File: config.mk
export PLATFORM = sky130hd
export DESIGN_NAME = fit_policy_block_allocator
export DESIGN_NICKNAME = d
export VERILOG_FILES = /design/src/design/fpba_pkg.sv /design/src/design/fpba_ram.sv /design/src/design/fpba_ctrl.sv /design/src/design/fit_policy_block_allocator.sv
export SDC_FILE = /design/constraint.sdc
export NUM_CORES = 1
export LEC_CHECK = 0
export ABC_AREA = 1
export BUFFER_PORTS_ARGS = -buffer_cell sky130_fd_sc_hd__buf_2
export CAP_MARGIN = 40
export CELL_PAD_IN_SITES_DETAIL_PLACEMENT = 1
export CELL_PAD_IN_SITES_GLOBAL_PLACEMENT = 2
export CORE_ASPECT_RATIO = 1.2
export CORE_MARGIN = 2
export CORE_UTILIZATION = 30
export DETAILED_ROUTE_END_ITERATION = 6
export PLACE_DENSITY = 0.69
export SLEW_MARGIN = 0
export SYNTH_ARGS = -nofsm -noshare
export SYNTH_HDL_FRONTEND = slang
export SYNTH_SLANG_ARGS = --single-unit
File: constraint.sdc
create_clock -name clk_i -period 3.55 [get_ports clk_i]
set_input_delay 0.5325 -clock clk_i [delete_from_list [all_inputs] [get_ports clk_i]]
set_output_delay 0.5325 -clock clk_i [all_outputs]
set_load 0.02 [all_outputs]
File: src/design/fpba_pkg.sv
package fpba_pkg;

  localparam int OP_W     = 2;
  localparam int POL_W    = 2;
  localparam int STATUS_W = 2;
  localparam int BLK_W    = 4;
  localparam int IN_W     = 16;
  localparam int FREE_W   = 16;

  typedef enum logic [OP_W-1:0] {
    OP_CLEAR  = 2'd0,
    OP_APPEND = 2'd1,
    OP_ALLOC  = 2'd2
  } op_e;

  typedef enum logic [POL_W-1:0] {
    POL_FIRST = 2'd0,
    POL_BEST  = 2'd1,
    POL_WORST = 2'd2
  } pol_e;

  typedef enum logic [STATUS_W-1:0] {
    ST_DONE    = 2'd0,
    ST_NOFIT   = 2'd1,
    ST_FULL    = 2'd2,
    ST_CLEARED = 2'd3
  } status_e;

  typedef enum logic [1:0] {
    S_IDLE,
    S_SCAN,
    S_DRAIN,
    S_WRITE
  } state_e;

  typedef struct packed {
    logic                vld;
    logic [STATUS_W-1:0] status;
    logic [BLK_W-1:0]    blk;
    logic [FREE_W-1:0]   free;
  } res_t;

endpackage

File: src/design/fpba_ram.sv
module fpba_ram #(
  parameter int WIDTH = 16,
  parameter int DEPTH = 16
) (
  input  logic                     clk_i,
  input  logic                     we_i,
  input  logic [$clog2(DEPTH)-1:0] waddr_i,
  input  logic [WIDTH-1:0]         wdata_i,
  input  logic [$clog2(DEPTH)-1:0] raddr_i,
  output logic [WIDTH-1:0]         rdata_o
);

  logic [WIDTH-1:0] mem_q [DEPTH];
  logic [WIDTH-1:0] rdata_q;

  always_ff @(posedge clk_i) begin
    if (we_i) begin
      mem_q[waddr_i] <= wdata_i;
    end
    rdata_q <= mem_q[raddr_i];
  end

  assign rdata_o = rdata_q;

endmodule

File: src/design/fpba_ctrl.sv
module fpba_ctrl
  import fpba_pkg::*;
#(
  parameter int MAX_BLOCKS = 16,
  parameter int SIZE_WIDTH = 16
) (
  input  logic                          clk_i,
  input  logic                          rst_ni,
  input  logic                          start_i,
  input  logic [OP_W-1:0]               operation_i,
  input  logic [IN_W-1:0]               size_value_i,
  input  logic [POL_W-1:0]              policy_i,
  output logic                          busy_o,
  output res_t                          res_o,
  output logic                          we_o,
  output logic [$clog2(MAX_BLOCKS)-1:0] waddr_o,
  output logic [SIZE_WIDTH-1:0]         wdata_o,
  output logic [$clog2(MAX_BLOCKS)-1:0] raddr_o,
  input  logic [SIZE_WIDTH-1:0]         rdata_i
);

  localparam int AW = $clog2(MAX_BLOCKS);
  localparam int CW = $clog2(MAX_BLOCKS + 1);

  state_e                state_q, state_d;
  logic [CW-1:0]         count_q, count_d;
  logic [SIZE_WIDTH-1:0] sz_q, sz_d;
  logic [AW-1:0]         addr_q, addr_d;
  logic                  rd_pend_q, rd_pend_d;
  logic [AW-1:0]         rd_idx_q, rd_idx_d;
  logic                  found_q, found_d;
  logic [AW-1:0]         best_idx_q, best_idx_d;
  logic [SIZE_WIDTH-1:0] best_val_q, best_val_d;

  logic [SIZE_WIDTH-1:0] in_sz;
  logic [SIZE_WIDTH-1:0] new_free;
  logic                  fits;
  logic                  take;

  assign in_sz    = SIZE_WIDTH'(size_value_i);
  assign new_free = best_val_q - sz_q;
  assign fits     = (sz_q <= rdata_i);

  always_comb begin
    take = 1'b0;
    if (rd_pend_q && fits) begin
      if (!found_q) begin
        take = 1'b1;
      end else begin
        case (policy_i)
          POL_BEST:  take = (rdata_i < best_val_q);
          POL_WORST: take = (rdata_i > best_val_q);
          default:   take = 1'b0;
        endcase
      end
    end
  end

  always_ff @(posedge clk_i or negedge rst_ni) begin
    if (!rst_ni) begin
      state_q   <= S_IDLE;
      count_q   <= '0;
      rd_pend_q <= 1'b0;
      found_q   <= 1'b0;
    end else begin
      state_q   <= state_d;
      count_q   <= count_d;
      rd_pend_q <= rd_pend_d;
      found_q   <= found_d;
    end
  end

  always_ff @(posedge clk_i) begin
    sz_q       <= sz_d;
    addr_q     <= addr_d;
    rd_idx_q   <= rd_idx_d;
    best_idx_q <= best_idx_d;
    best_val_q <= best_val_d;
  end

  always_comb begin
    state_d    = state_q;
    count_d    = count_q;
    sz_d       = sz_q;
    addr_d     = addr_q;
    rd_pend_d  = 1'b0;
    rd_idx_d   = addr_q;
    found_d    = found_q;
    best_idx_d = best_idx_q;
    best_val_d = best_val_q;
    res_o      = '0;
    we_o       = 1'b0;
    waddr_o    = count_q[AW-1:0];
    wdata_o    = in_sz;
    raddr_o    = addr_q;

    if (take) begin
      found_d    = 1'b1;
      best_idx_d = rd_idx_q;
      best_val_d = rdata_i;
    end

    case (state_q)
      S_IDLE: begin
        if (start_i) begin
          res_o.vld = 1'b1;
          case (operation_i)
            OP_CLEAR: begin
              count_d      = '0;
              res_o.status = ST_CLEARED;
            end
            OP_APPEND: begin
              if (count_q >= CW'(MAX_BLOCKS)) begin
                res_o.status = ST_FULL;
              end else begin
                we_o         = 1'b1;
                count_d      = count_q + CW'(1);
                res_o.status = ST_DONE;
                res_o.blk    = BLK_W'(count_q);
                res_o.free   = FREE_W'(in_sz);
              end
            end
            OP_ALLOC: begin
              if (count_q == '0) begin
                res_o.status = ST_NOFIT;
              end else begin
                res_o.vld = 1'b0;
                sz_d      = in_sz;
                addr_d    = '0;
                found_d   = 1'b0;
                state_d   = S_SCAN;
              end
            end
            default: begin
              res_o.status = ST_NOFIT;
            end
          endcase
        end
      end
      S_SCAN: begin
        rd_pend_d = 1'b1;
        if (CW'(addr_q) == count_q - CW'(1)) begin
          state_d = S_DRAIN;
        end else begin
          addr_d = addr_q + AW'(1);
        end
      end
      S_DRAIN: begin
        state_d = S_WRITE;
      end
      S_WRITE: begin
        state_d   = S_IDLE;
        res_o.vld = 1'b1;
        if (found_q) begin
          we_o         = 1'b1;
          waddr_o      = best_idx_q;
          wdata_o      = new_free;
          res_o.status = ST_DONE;
          res_o.blk    = BLK_W'(best_idx_q);
          res_o.free   = FREE_W'(new_free);
        end else begin
          res_o.status = ST_NOFIT;
        end
      end
      default: begin
        state_d = S_IDLE;
      end
    endcase
  end

  assign busy_o = (state_q != S_IDLE);

endmodule

File: src/design/fit_policy_block_allocator.sv
// Block allocator with first, best or worst fit over a table of up to
// MAX_BLOCKS free sizes held in one synchronous RAM. Clear and append
// transactions complete in the cycle they are taken, so start may be held
// high for them every cycle; their result strobes in the next cycle. An
// allocation reads the table entry by entry through the single RAM read
// port; busy covers the scan, drain and write states, the chosen entry is
// written back in the write state and the result strobes as busy falls.
// An allocation on an empty table completes like an append. Each result
// is shown for exactly one cycle and cannot be stalled. The user, not the
// block, must write fit_policy (cfg channel, always ready) while idle.
module fit_policy_block_allocator
  import fpba_pkg::*;
#(
  parameter int MAX_BLOCKS = 16,
  parameter int SIZE_WIDTH = 16
) (
  input  logic                clk_i,
  input  logic                rst_ni,
  input  logic                start,
  output logic                busy,
  input  logic [OP_W-1:0]     operation_i,
  input  logic [IN_W-1:0]     size_value_i,
  input  logic                cfg_valid_i,
  output logic                cfg_ready_o,
  input  logic [POL_W-1:0]    cfg_data_i,
  output logic                result_valid_o,
  output logic [STATUS_W-1:0] status_o,
  output logic [BLK_W-1:0]    block_number_o,
  output logic [FREE_W-1:0]   free_after_o
);

  localparam int AW = $clog2(MAX_BLOCKS);

  logic [POL_W-1:0]      pol_q;
  res_t                  res_d;
  res_t                  res_q;
  logic                  we;
  logic [AW-1:0]         waddr;
  logic [SIZE_WIDTH-1:0] wdata;
  logic [AW-1:0]         raddr;
  logic [SIZE_WIDTH-1:0] rdata;

  assign cfg_ready_o = 1'b1;

  always_ff @(posedge clk_i or negedge rst_ni) begin
    if (!rst_ni) begin
      pol_q   <= POL_FIRST;
      res_q   <= '0;
    end else begin
      if (cfg_valid_i && cfg_ready_o) begin
        pol_q <= cfg_data_i;
      end
      res_q <= res_d;
    end
  end

  fpba_ctrl #(
    .MAX_BLOCKS(MAX_BLOCKS),
    .SIZE_WIDTH(SIZE_WIDTH)
  ) u_ctrl (
    .clk_i       (clk_i),
    .rst_ni      (rst_ni),
    .start_i     (start),
    .operation_i (operation_i),
    .size_value_i(size_value_i),
    .policy_i    (pol_q),
    .busy_o      (busy),
    .res_o       (res_d),
    .we_o        (we),
    .waddr_o     (waddr),
    .wdata_o     (wdata),
    .raddr_o     (raddr),
    .rdata_i     (rdata)
  );

  fpba_ram #(
    .WIDTH(SIZE_WIDTH),
    .DEPTH(MAX_BLOCKS)
  ) u_ram (
    .clk_i  (clk_i),
    .we_i   (we),
    .waddr_i(waddr),
    .wdata_i(wdata),
    .raddr_i(raddr),
    .rdata_o(rdata)
  );

  assign result_valid_o = res_q.vld;
  assign status_o       = res_q.status;
  assign block_number_o = res_q.blk;
  assign free_after_o   = res_q.free;

endmodule

==> results of run 1 <==
sequential cells by signal, summed over array words and instances (netlist names), 5 cells and up:
signal and count:
u_ctrl.best_val_q 16, u_ram.rdata_o 16, u_ram.mem_q 256, u_ctrl.sz_q 16, free_after_o 16, u_ctrl.count_q 5
routing by layer:
| layer | share of wire [%] | track usage (%) |
|---|---|---|
| met4 | 2.6 | 5.11 |
| met2 | 53 | 30.0 |
| met5 | 0 | 0 |
| met3 | 3.0 | 1.83 |
| met1 | 41 | 19.2 |
what timing repair did:
| item | 4_1_cts | 5_1_grt |
|---|---|---|
| setup buffers | 0 | 0 |
| gates resized for setup | 0 | 0 |
| hold buffers | 1 | 0 |
| endpoints found under the hold margin | 11 | 0 |
critical path, delay by kind of cell, from the launching register on:
family,cells,cell delay [ns]
buf+inv,3,0.44
flops,1,0.40
compound gates,2,0.75
fa+ha+maj,1,0.24
simple gates,6,0.83
stage by stage:
step,utilization [%],instance area (sq um)
floorplan,-,15500
global placement,32.4,16600
detailed placement,32.4,16600
CTS,34.9,17800
global route,34.9,17800
finish,34.9,17800
cell families (layout without fill, tap and decap cells):
kind of cell | Yosys count | count (layout) | synth area share, %
AOI/OAI and AO/OA | 296 | 296 | 10.8
xor gates and xnor gates | 7 | 7 | 0.396
adders and majority gates | 58 | 58 | 4.74
buffers and inverters | 224 | 322 | 6.18
DFF | 350 | 350 | 65.6
muxes | 64 | 64 | 4.14
other | 1 | 1 | 0.0242
and+or+nand+nor | 303 | 303 | 8.16
worst max path at each step:
stage                           endpoint  slack [ns]
finish              u_ctrl.best_val_q[8]        0.59
global route        u_ctrl.best_val_q[4]        0.36
CTS                 u_ctrl.best_val_q[8]        0.54
detailed placement  u_ctrl.best_val_q[3]        0.55
global placement    u_ctrl.best_val_q[0]        0.59
floorplan           u_ctrl.best_idx_q[0]        0.92
placed cells by master (no fill, tap or decap), types with 5 or more instances in the layout:
cell and instances:
a21oi_1 118, buf_12 5, buf_2 47, buf_4 31
bufinv_16 5, clkbuf_1 14, clkbuf_16 39, clkinv_1 5
dfrtp_1 34, dfxtp_1 20, edfxtp_1 296, ha_1 57
inv_1 166, mux2i_1 64, nand2_1 181, nand3_1 53
nor2_1 31, nor2_2 18, o211ai_1 65, o21ai_0 69
o21ai_1 34, or2_2 5
power groups by stage:
| stage | clock network, mW | logic, mW | registers (mW) |
|---|---|---|---|
| after floorplan | 0 | 3.29 | 5.54 |
| after global placement | 0 | 4.80 | 5.58 |
| after detailed placement | 0 | 4.89 | 5.60 |
| after CTS | 4.11 | 4.92 | 5.51 |
| after global routing | 4.23 | 5.41 | 5.55 |
| final | 3.99 | 4.85 | 5.50 |
final cells by class:
cell class | count | area (sq um) | area share [%]
Clock buffer | 53 | 1030 | 5.77
Clock inverter | 16 | 209 | 1.17
Inverter | 169 | 634 | 3.56
Multi-Input combinational cell | 729 | 4420 | 24.8
Sequential cell | 350 | 10100 | 56.9
Tap cell | 651 | 815 | 4.57
Timing Repair Buffer | 84 | 578 | 3.24
==> results.md, run 1 <==
- Outcome: complete, no violations
- Cell taking the most area after synthesis: edfxtp_1
- Std-Cell Rows: 91
- Total grt overflow: 0
- Maximum clock path buffer count: 3
- YS warnings: 0
- Initial Util: 30.3%
- Fillcell total: 5520
- Worst reg2reg path depth: 12
- Total core area: 51100 sq um
- Avg Cell Area, Syn: 11.9 sq um
- Clock transition at path regs: 0.06 ns
- DRT Wirelength: 42500 um
- Syn Inst Count: 1303
- Die Span X: 211 um
- Max VDD drop: 510 uV
- Pins over their slew limit: 0
- Worst Hold Class: primary input to register
- Top Ports: 49
- Finished Layout Cells: 2052
- Clk_skew: 0.0198 ns
- First-pass GRT wire length: 64100 um
- Clk pwr share: 27.8%
- Hold_sp: cfg_data_i[0]
- Critical path origin: u_ctrl.best_val_q[13]
- Sequential area share after synthesis: 65.6%
- Final Setup Violations: 0
- Post-route ant nets: 0
- Pint: 9.09 mW
- Cell with the most instances after synthesis: edfxtp_1
- Net Sw Power: 5.26 mW
- Critical path class: register to register
- Gr usage total: 16.1%
- Crit path time final: 2.96 ns
- Die H: 253 um
- CTS root buffer: clkbuf_16
- Nets: 1454
- Syn-to-layout area delta: 15.2%
- RePlAce Congestion: 0.799
- Worst-Skew Late Latency: 0.54 ns
- Largest cells by area after synthesis: edfxtp_1, dfrtp_1, ha_1
- DRC errors left: 0
- WHS Endpoint: pol_q[0]
- Syn nets: 1385
- Worst hold path depth: 3
- Initial drt markers: 630
- Relative slew slack: 45.1%
- Post-Syn Area: 15500 sq um
- Critical Path Source Type: register
- Wirelength per Cell: 20.7 um
- Most used DFF post-synth: edfxtp_1
- Number of synthesized flops with an enable pin: 296
- CP peak stage delay: 0.60 ns
- Crit end category: register
- HPWL after DPL: 27400 um
- PD cells: 805 nW/um^2
- CTS tree: yes
- Worst Tran Pin Value: 0.824 ns
- Vias per Instance: 4.86
- Final Hold Viols: 0
- PortBufs: 47
- Flop2flop setup slack: 0.59 ns
- Num CTS Buffers: 38
- Largest net degree at the start of global routing: 135
- Ratio of cells with drive above 1 in the final layout: 11.7%
- Min Hold Slack: 0.211 ns
- Total Power: 14.3 mW
- Critical-path maximum fanout: 11
- Placed cell count: 1982
- Top cell type's share of synthesized area: 57.5%
- H-tree depth: 2
- RSZ-0062 raised after global routing: no
- Critical Path RT: 3.78 ns
- Crit-path slowest cell: a21oi_2
- Die area: 53400 sq um
- Vias after detailed routing: 9963
- Max Freq: 338 MHz
- Synth top cells by count: edfxtp_1, nand2_1, inv_1
- Flop and latch count out of synthesis: 350
- Setup ws final: 0.594 ns
- Reg2Reg Capture Point: u_ctrl.best_val_q[8]
- Vias in the first global route: 10550
- CP most frequent cell: nand2_1
- Initial antenna violation count: 0
- Max-cap violation count: 0
- CP Data Arrival Time: 3.18 ns
- Dpl ws: 0.545 ns
- Comb pwr share: 33.8%
- ANT cells: 0
- Seq pwr share: 38.4%
- Setup TNS: 0 ns
- Period utilization: 83.3%
- Clock Sinks: 350
- LEAKAGE: 7.03 nW
- Sw Ratio: 36.7%
- DRT Pass-1 Iters: 5
- CP Cell Sequence: inv_1 > ha_1 > nand2_1 > inv_1 > o21ai_0 > nand2_1 > nor2_1 > nand2_1 > nand2_1 > nand3_1 > a21oi_2 > buf_4
- Critical R2R Launch: u_ctrl.best_val_q[13]
- Async S/R FF share, synth: 9.71%
- Post-synth cell types: 40
Note: power is estimated with default switching activity, not from simulation.
==> run 2: changes to the inputs <==
--- a/config.mk
+++ b/config.mk
@@ -14,7 +14,7 @@
 export CORE_MARGIN = 2
 export CORE_UTILIZATION = 30
 export DETAILED_ROUTE_END_ITERATION = 6
-export PLACE_DENSITY = 0.69
+export PLACE_DENSITY = 0.71
 export SLEW_MARGIN = 0
 export SYNTH_ARGS = -nofsm -noshare
 export SYNTH_HDL_FRONTEND = slang
==> constraint.sdc (replaced) <==
create_clock -name clk_i -period 2.5 [get_ports clk_i]
set_input_delay 0.375 -clock clk_i [delete_from_list [all_inputs] [get_ports clk_i]]
set_output_delay 0.375 -clock clk_i [all_outputs]
set_load 0.02 [all_outputs]
==> results.md, run 2 (synthesis results as in run 1) <==
- Outcome: complete, no violations
- DRT Pass-1 Iters: 4 (-1)
- CP peak stage delay: 0.41 ns (-0.19 ns)
- Largest net degree at the start of global routing: 82 (-39%)
- Vias in the first global route: 10652 (+0.97%)
- Crit path time final: 2.42 ns (-0.540 ns)
- Pins over their slew limit: 0 (unchanged)
- Clk pwr share: 26.8% (-1.0 points)
- Max VDD drop: 631 uV (+24%)
- Top Ports: 49 (unchanged)
- First-pass GRT wire length: 63700 um (-0.68%)
- ANT cells: 0 (unchanged)
- Fillcell total: 5503 (-0.31%)
- CP Cell Sequence: inv_1 > ha_1 > nand2_1 > inv_1 > o21ai_0 > nand2_1 > nor2_2 > nand2_1 > nand2_1 > nand3_2 > buf_4 > a21oi_4 > clkbuf_16
- Max Freq: 414 MHz (+22%)
- Comb pwr share: 36.5% (+2.7 points)
- Die H: 253 um (unchanged)
- CP Data Arrival Time: 2.66 ns (-0.52 ns)
- Std-Cell Rows: 91 (unchanged)
- Pint: 13.4 mW (+47%)
- Critical path origin: u_ctrl.best_val_q[13]
- Sw Ratio: 36.8% (+0.15 points)
- Initial drt markers: 610 (-3.2%)
- CTS root buffer: clkbuf_16
- RSZ-0062 raised after global routing: yes
- Clk_skew: 0.0162 ns (-0.00365 ns)
- Nets: 1498 (+3.0%)
- Critical Path RT: 2.74 ns (-1.04 ns)
- Wirelength per Cell: 20.0 um (-3.2%)
- Initial Util: 30.3% (unchanged)
- Hold_sp: cfg_data_i[0]
- HPWL after DPL: 28100 um (+2.6%)
- Clock Sinks: 350 (unchanged)
- Ratio of cells with drive above 1 in the final layout: 16.9% (+5.2 points)
- Net Sw Power: 7.78 mW (+48%)
- Dpl ws: -0.176 ns (-0.721 ns)
- Crit end category: register
- Clock transition at path regs: 0.06 ns (about the same)
- Num CTS Buffers: 37 (-2.6%)
- Die area: 53400 sq um (unchanged)
- CP most frequent cell: nand2_1
- Post-route ant nets: 0 (unchanged)
- Final Setup Violations: 0 (unchanged)
- Setup ws final: 0.0831 ns (-0.510 ns)
- PortBufs: 47 (unchanged)
- Initial antenna violation count: 2 (+2)
- Seq pwr share: 36.7% (-1.7 points)
- Period utilization: 96.7% (+13 points)
- Max-cap violation count: 0 (unchanged)
- RePlAce Congestion: 0.805 (+0.86%)
- Crit-path slowest cell: edfxtp_1
- Critical path class: register to register
- Max reg flops: 256 (unchanged)
- Vias per Instance: 4.81 (-0.86%)
- LEAKAGE: 7.37 nW (+4.7%)
- Maximum clock path buffer count: 3 (unchanged)
- Critical Path Source Type: register
- Worst Hold Class: primary input to register
- Vias after detailed routing: 10084 (+1.2%)
- Commonest non-fill, non-tap cell in the layout: edfxtp_1
- Final Hold Viols: 0 (unchanged)
- PD cells: 1130 nW/um^2 (+41%)
- Final Cell Area: 18600 sq um (+4.6%)
- DRT Wirelength: 42000 um (-1.2%)
- Commonest cells after routing, fill and taps aside: edfxtp_1, nand2_1, inv_1
- Total core area: 51100 sq um (unchanged)
- Biggest register: u_ram.mem_q
- Worst Tran Pin Value: 0.688 ns (-0.136 ns)
- Gr usage total: 15.9% (-0.21 points)
- DRC errors left: 0 (unchanged)
- Critical R2R Launch: u_ctrl.best_val_q[13]
- Critical-path maximum fanout: 5 (-6)
- Total grt overflow: 0 (unchanged)
- H-tree depth: 2 (unchanged)
- Relative slew slack: 54.1% (+9.0 points)
- DP Area: 17100 sq um (+3.3%)
- Die Span X: 211 um (unchanged)
- Worst-Skew Late Latency: 0.53 ns (about the same)
- Util after Layout: 36.5% (+1.6 points)
- Syn-to-layout area delta: 20.5%
- CTS tree: yes
[run 2: changes by cell type in the layout (fill, tap and decap cells not counted), moves of 7 or more]
| cell | previous run | this run |
|---|---|---|
| clkbuf_1 | 14 | 4 |
| buf_12 | 5 | 26 |
| nand2_2 | 0 | 11 |
| nand2_1 | 181 | 168 |
| buf_4 | 31 | 50 |
| nor2_4 | 0 | 7 |
[run 2: power by group through the flow]
stage	Combinational (mW)	Clock [mW]	Sequential, mW
final	7.72	5.66	7.76
after global placement	7.29	0	7.86
after global routing	8.59	6.01	7.83
after detailed placement	7.43	0	7.88
after CTS	7.52	5.83	7.76
after floorplan	4.68	0	7.86
[run 2: cell type report]
class / count / area (sq um) / share of cell area (%)
inverters: 169 / 634 / 3.40
multi-input cells: 729 / 4590 / 24.6
clock inverters: 26 / 290 / 1.56
flip-flops and latches: 350 / 10100 / 54.4
repair buffers: 129 / 1220 / 6.57
well taps: 651 / 815 / 4.37
clock buffers: 41 / 941 / 5.05
[run 2: per-layer routing]
metal	vias to the layer above	GRT usage (%)	share of wire, %
met5	-	0	0.029
met4	2	5.79	3.2
met3	71	2.22	2.7
met2	133	29.1	52
met1	5062	18.8	42
li1	4816	-	-
[run 2: final timing paths]
| path | endpoint | slack [ns] | cells past startpoint |
|---|---|---|---|
| max in group asynchronous | free_after_o[3] | 1.70 | 3 |
| hold / removal | pol_q[0] | 0.05 | 3 |
| min in group asynchronous | status_o[1] | 0.32 | 2 |
| setup / recovery | u_ctrl.best_val_q[14] | 0.08 | 13 |
| setup reg to reg | u_ctrl.best_val_q[14] | 0.08 | 13 |
| hold reg to reg | u_ctrl.best_idx_q[3] | 0.41 | 0 |
[run 2: worst max-delay path: cells and delay by family, from the launching register on]
kind                     cells  cell delay (ns)
buffers and inverters        4             0.50
AO/OA/AOI/OAI                2             0.44
adder cells (fa/ha/maj)      1             0.27
AND/OR/NAND/NOR              6             0.52
flip-flops                   1             0.41
[run 2: through the flow]
stage | total power [mW] | hold slack, ns | TNS [ns] | instances
2_1_floorplan | 12.5 | 0.0794 | 0 | 1303
3_3_place_gp | 15.1 | 0.389 | -3.04 | 2019
3_5_place_dp | 15.3 | 0.334 | -7.67 | 2020
4_1_cts | 21.1 | 0.0328 | 0 | 2088
5_1_grt | 22.4 | 0.0439 | -0.356 | 2095
6_report | 21.1 | 0.0543 | 0 | 2095
[run 2: timing repair]
item,4_1_cts,5_1_grt
gates resized for setup,10,42
cloned,0,3
hold buffers,1,0
hold endpoints to repair,13,0
pin swaps,0,5
endpoints found under the setup margin,292,408
setup buffers,0,4
==> run 3: changes to the inputs <==
--- a/config.mk
+++ b/config.mk
@@ -8,13 +8,14 @@
 export ABC_AREA = 1
 export BUFFER_PORTS_ARGS = -buffer_cell sky130_fd_sc_hd__buf_2
 export CAP_MARGIN = 40
-export CELL_PAD_IN_SITES_DETAIL_PLACEMENT = 1
+export CELL_PAD_IN_SITES_DETAIL_PLACEMENT = 0
 export CELL_PAD_IN_SITES_GLOBAL_PLACEMENT = 2
 export CORE_ASPECT_RATIO = 1.2
 export CORE_MARGIN = 2
 export CORE_UTILIZATION = 30
 export DETAILED_ROUTE_END_ITERATION = 6
 export PLACE_DENSITY = 0.71
+export SETUP_SLACK_MARGIN = 0.3
 export SLEW_MARGIN = 0
 export SYNTH_ARGS = -nofsm -noshare
 export SYNTH_HDL_FRONTEND = slang
==> results.md, run 3 (synthesis results as in run 1) <==
- Clock transition at path regs: 0.06 ns (about the same)
- Commonest cells after routing, fill and taps aside: edfxtp_1, inv_1, nand2_1
- PortBufs: 47 (unchanged)
- CTS tree: yes
- Seq pwr share: 36.0% (-0.7 points)
- Initial drt markers: 672 (+10%)
- Die Span X: 211 um (unchanged)
- Critical Path RT: 2.74 ns (about the same)
- Setup ws final: 0.242 ns (+0.159 ns)
- Syn-to-layout area delta: 25.2%
- Nets: 1520 (+1.5%)
- Dpl ws: -0.00455 ns (+0.171 ns)
- Period utilization: 90.3% (-6.3 points)
- Top Ports: 49 (unchanged)
- Std-Cell Rows: 91 (unchanged)
- Max reg flops: 256 (unchanged)
- Worst Hold Class: primary input to register
- Critical Path Source Type: register
- Outcome: complete, no violations
- Largest net degree at the start of global routing: 69 (-16%)
- H-tree depth: 2 (unchanged)
- Final Setup Violations: 0 (unchanged)
- Maximum clock path buffer count: 3 (unchanged)
- Clock Sinks: 350 (unchanged)
- Wirelength per Cell: 19.7 um (-1.6%)
- Critical-path maximum fanout: 5 (unchanged)
- DRT Wirelength: 41800 um (-0.54%)
- Pint: 13.6 mW (+1.8%)
- Comb pwr share: 38.5% (+2.0 points)
- Total grt overflow: 0 (unchanged)
- Total core area: 51100 sq um (unchanged)
- Pins over their slew limit: 0 (unchanged)
- Clk pwr share: 25.6% (-1.2 points)
- Commonest non-fill, non-tap cell in the layout: edfxtp_1
- Worst Tran Pin Value: 0.694 ns (+0.00669 ns)
- RSZ-0062 raised after global routing: yes
- Crit path time final: 2.26 ns (-0.159 ns)
- Net Sw Power: 8.05 mW (+3.4%)
- Vias per Instance: 4.76 (-1.2%)
- Fillcell total: 4882 (-11%)
- Sw Ratio: 37.2% (+0.38 points)
- Biggest register: u_ram.mem_q
- Crit end category: register
- Post-route ant nets: 0 (unchanged)
- DRT Pass-1 Iters: 4 (unchanged)
- Critical R2R Launch: u_ctrl.best_val_q[5]
- Final Hold Viols: 0 (unchanged)
- Crit path to: u_ctrl.best_val_q[3]
- Die H: 253 um (unchanged)
- Initial antenna violation count: 0 (-2)
- DRC errors left: 0 (unchanged)
- Relative slew slack: 53.6% (-0.45 points)
- ANT cells: 0 (unchanged)
- Ratio of cells with drive above 1 in the final layout: 22.7% (+5.8 points)
- LEAKAGE: 7.55 nW (+2.5%)
- Critical path origin: u_ctrl.best_val_q[5]
- Initial Util: 30.3% (unchanged)
- Reg2Reg Capture Point: u_ctrl.best_val_q[3]
- Multi-input gate area: 5080 sq um (+11%)
- Vias after detailed routing: 10067 (-0.17%)
- First-pass GRT wire length: 62200 um (-2.3%)
- Worst-Skew Late Latency: 0.55 ns (+0.02 ns)
- HPWL after DPL: 26600 um (-5.5%)
- Critical path class: register to register
- Vias in the first global route: 10183 (-4.4%)
- Util after Layout: 37.9% (+1.4 points)
- Max Freq: 443 MHz (+7.0%)
- CP Data Arrival Time: 2.50 ns (-0.16 ns)
- Gr usage total: 15.6% (-0.29 points)
- RePlAce Congestion: 0.808 (+0.29%)
- PD cells: 1120 nW/um^2 (-1.5%)
- Flop2flop setup slack: 0.24 ns (+0.16 ns)
- Die area: 53400 sq um (unchanged)
- Max-cap violation count: 0 (unchanged)
- Min Hold Slack: 0.0544 ns (+0.0000822 ns)
- Clk_skew: 0.0287 ns (+0.0126 ns)
- Worst reg2reg path depth: 14 (+1)
- FF/Latch Area: 10100 sq um (about the same)
- CTS root buffer: clkbuf_16
- Max VDD drop: 571 uV (-9.6%)
- Num CTS Buffers: 38 (+2.7%)
run 3: changes by cell type in the layout (fill, tap and decap cells not counted), moves of 7 or more:
cell     delta
ha_1       -15
nand2_4    +12
nand3_1     -9
nor2_2      -7
ha_4       +11
buf_8       +8
a21oi_2     +8
nand2_2    +14
a21oi_1     -8
buf_6      +11
nor2_4      +9
nand2_1    -24
run 3: worst max-delay path: stages (launching register included):
cell and delay (ns):
edfxtp_1 0.44, inv_1 0.09, ha_1 0.23, a21oi_1 0.15, nor2_1 0.05, nor2_1 0.08, nand2_1 0.07, nand2_2 0.07
nand2_1 0.05, nand2_1 0.07, nand3_2 0.06, buf_6 0.14, a21oi_4 0.16, buf_6 0.16, buf_16 0.13
run 3: power groups by stage:
stage / combinational [mW] / sequential (mW) / clock [mW]
4_1_cts: 7.97 / 7.78 / 5.68
5_1_grt: 9.17 / 7.85 / 5.86
6_report: 8.33 / 7.78 / 5.53
3_5_place_dp: 7.30 / 7.88 / 0
2_1_floorplan: 4.71 / 7.86 / 0
3_3_place_gp: 7.26 / 7.87 / 0
run 3: worst min-delay path by stage:
| stage | from | endpoint | slack [ns] | cells after the start |
|---|---|---|---|---|
| after floorplan | rst_ni | block_number_o[0] | 0.08 | 0 |
| after detailed placement | rst_ni | status_o[0] | 0.18 | 1 |
| after CTS | cfg_data_i[0] | pol_q[0] | 0.03 | 3 |
| final | cfg_data_i[0] | pol_q[0] | 0.05 | 3 |
| after global placement | u_ctrl.rd_idx_q[3] | u_ctrl.best_idx_q[3] | 0.39 | 0 |
| after global routing | size_value_i[0] | u_ctrl.sz_q[0] | 0.05 | 1 |
run 3: layer usage:
metal	vias to the layer above	wire [um]	global-route usage [%]
met1	4992	17800	19.3
met3	57	1370	2.11
met4	0	1020	4.35
li1	4863	-	-
met2	155	21500	28.2
met5	-	0	0
run 3: repair_timing:
| item | CTS | global route |
|---|---|---|
| hold buffers | 1 | 0 |
| endpoints found under the hold margin | 34 | 0 |
| buffers inserted | 16 | 8 |
| gates resized for setup | 94 | 100 |
| pin swaps | 12 | 22 |
| setup endpoints to repair | 469 | 485 |
| cloned | 7 | 2 |
run 3: cell type report:
class	instances	share of cell area (%)
clock buffers	47	5.30
multi-input cells	731	26.2
clock inverters	21	1.01
repair buffers	147	7.56
repair inverters	1	0.0388
well taps	651	4.21
inverters	169	3.28
flip-flops and latches	350	52.4
run 3: through the flow:
stage               setup TNS, ns  total power [mW]  cell area (sq um)  cells
finish                          0              21.6              19400   2117
global route                    0              22.9              19400   2117
CTS                             0              21.4              18800   2107
detailed placement        -0.0669              15.2              17000   2015
global placement                0              15.1              17000   2014
floorplan                       0              12.6              15500   1303
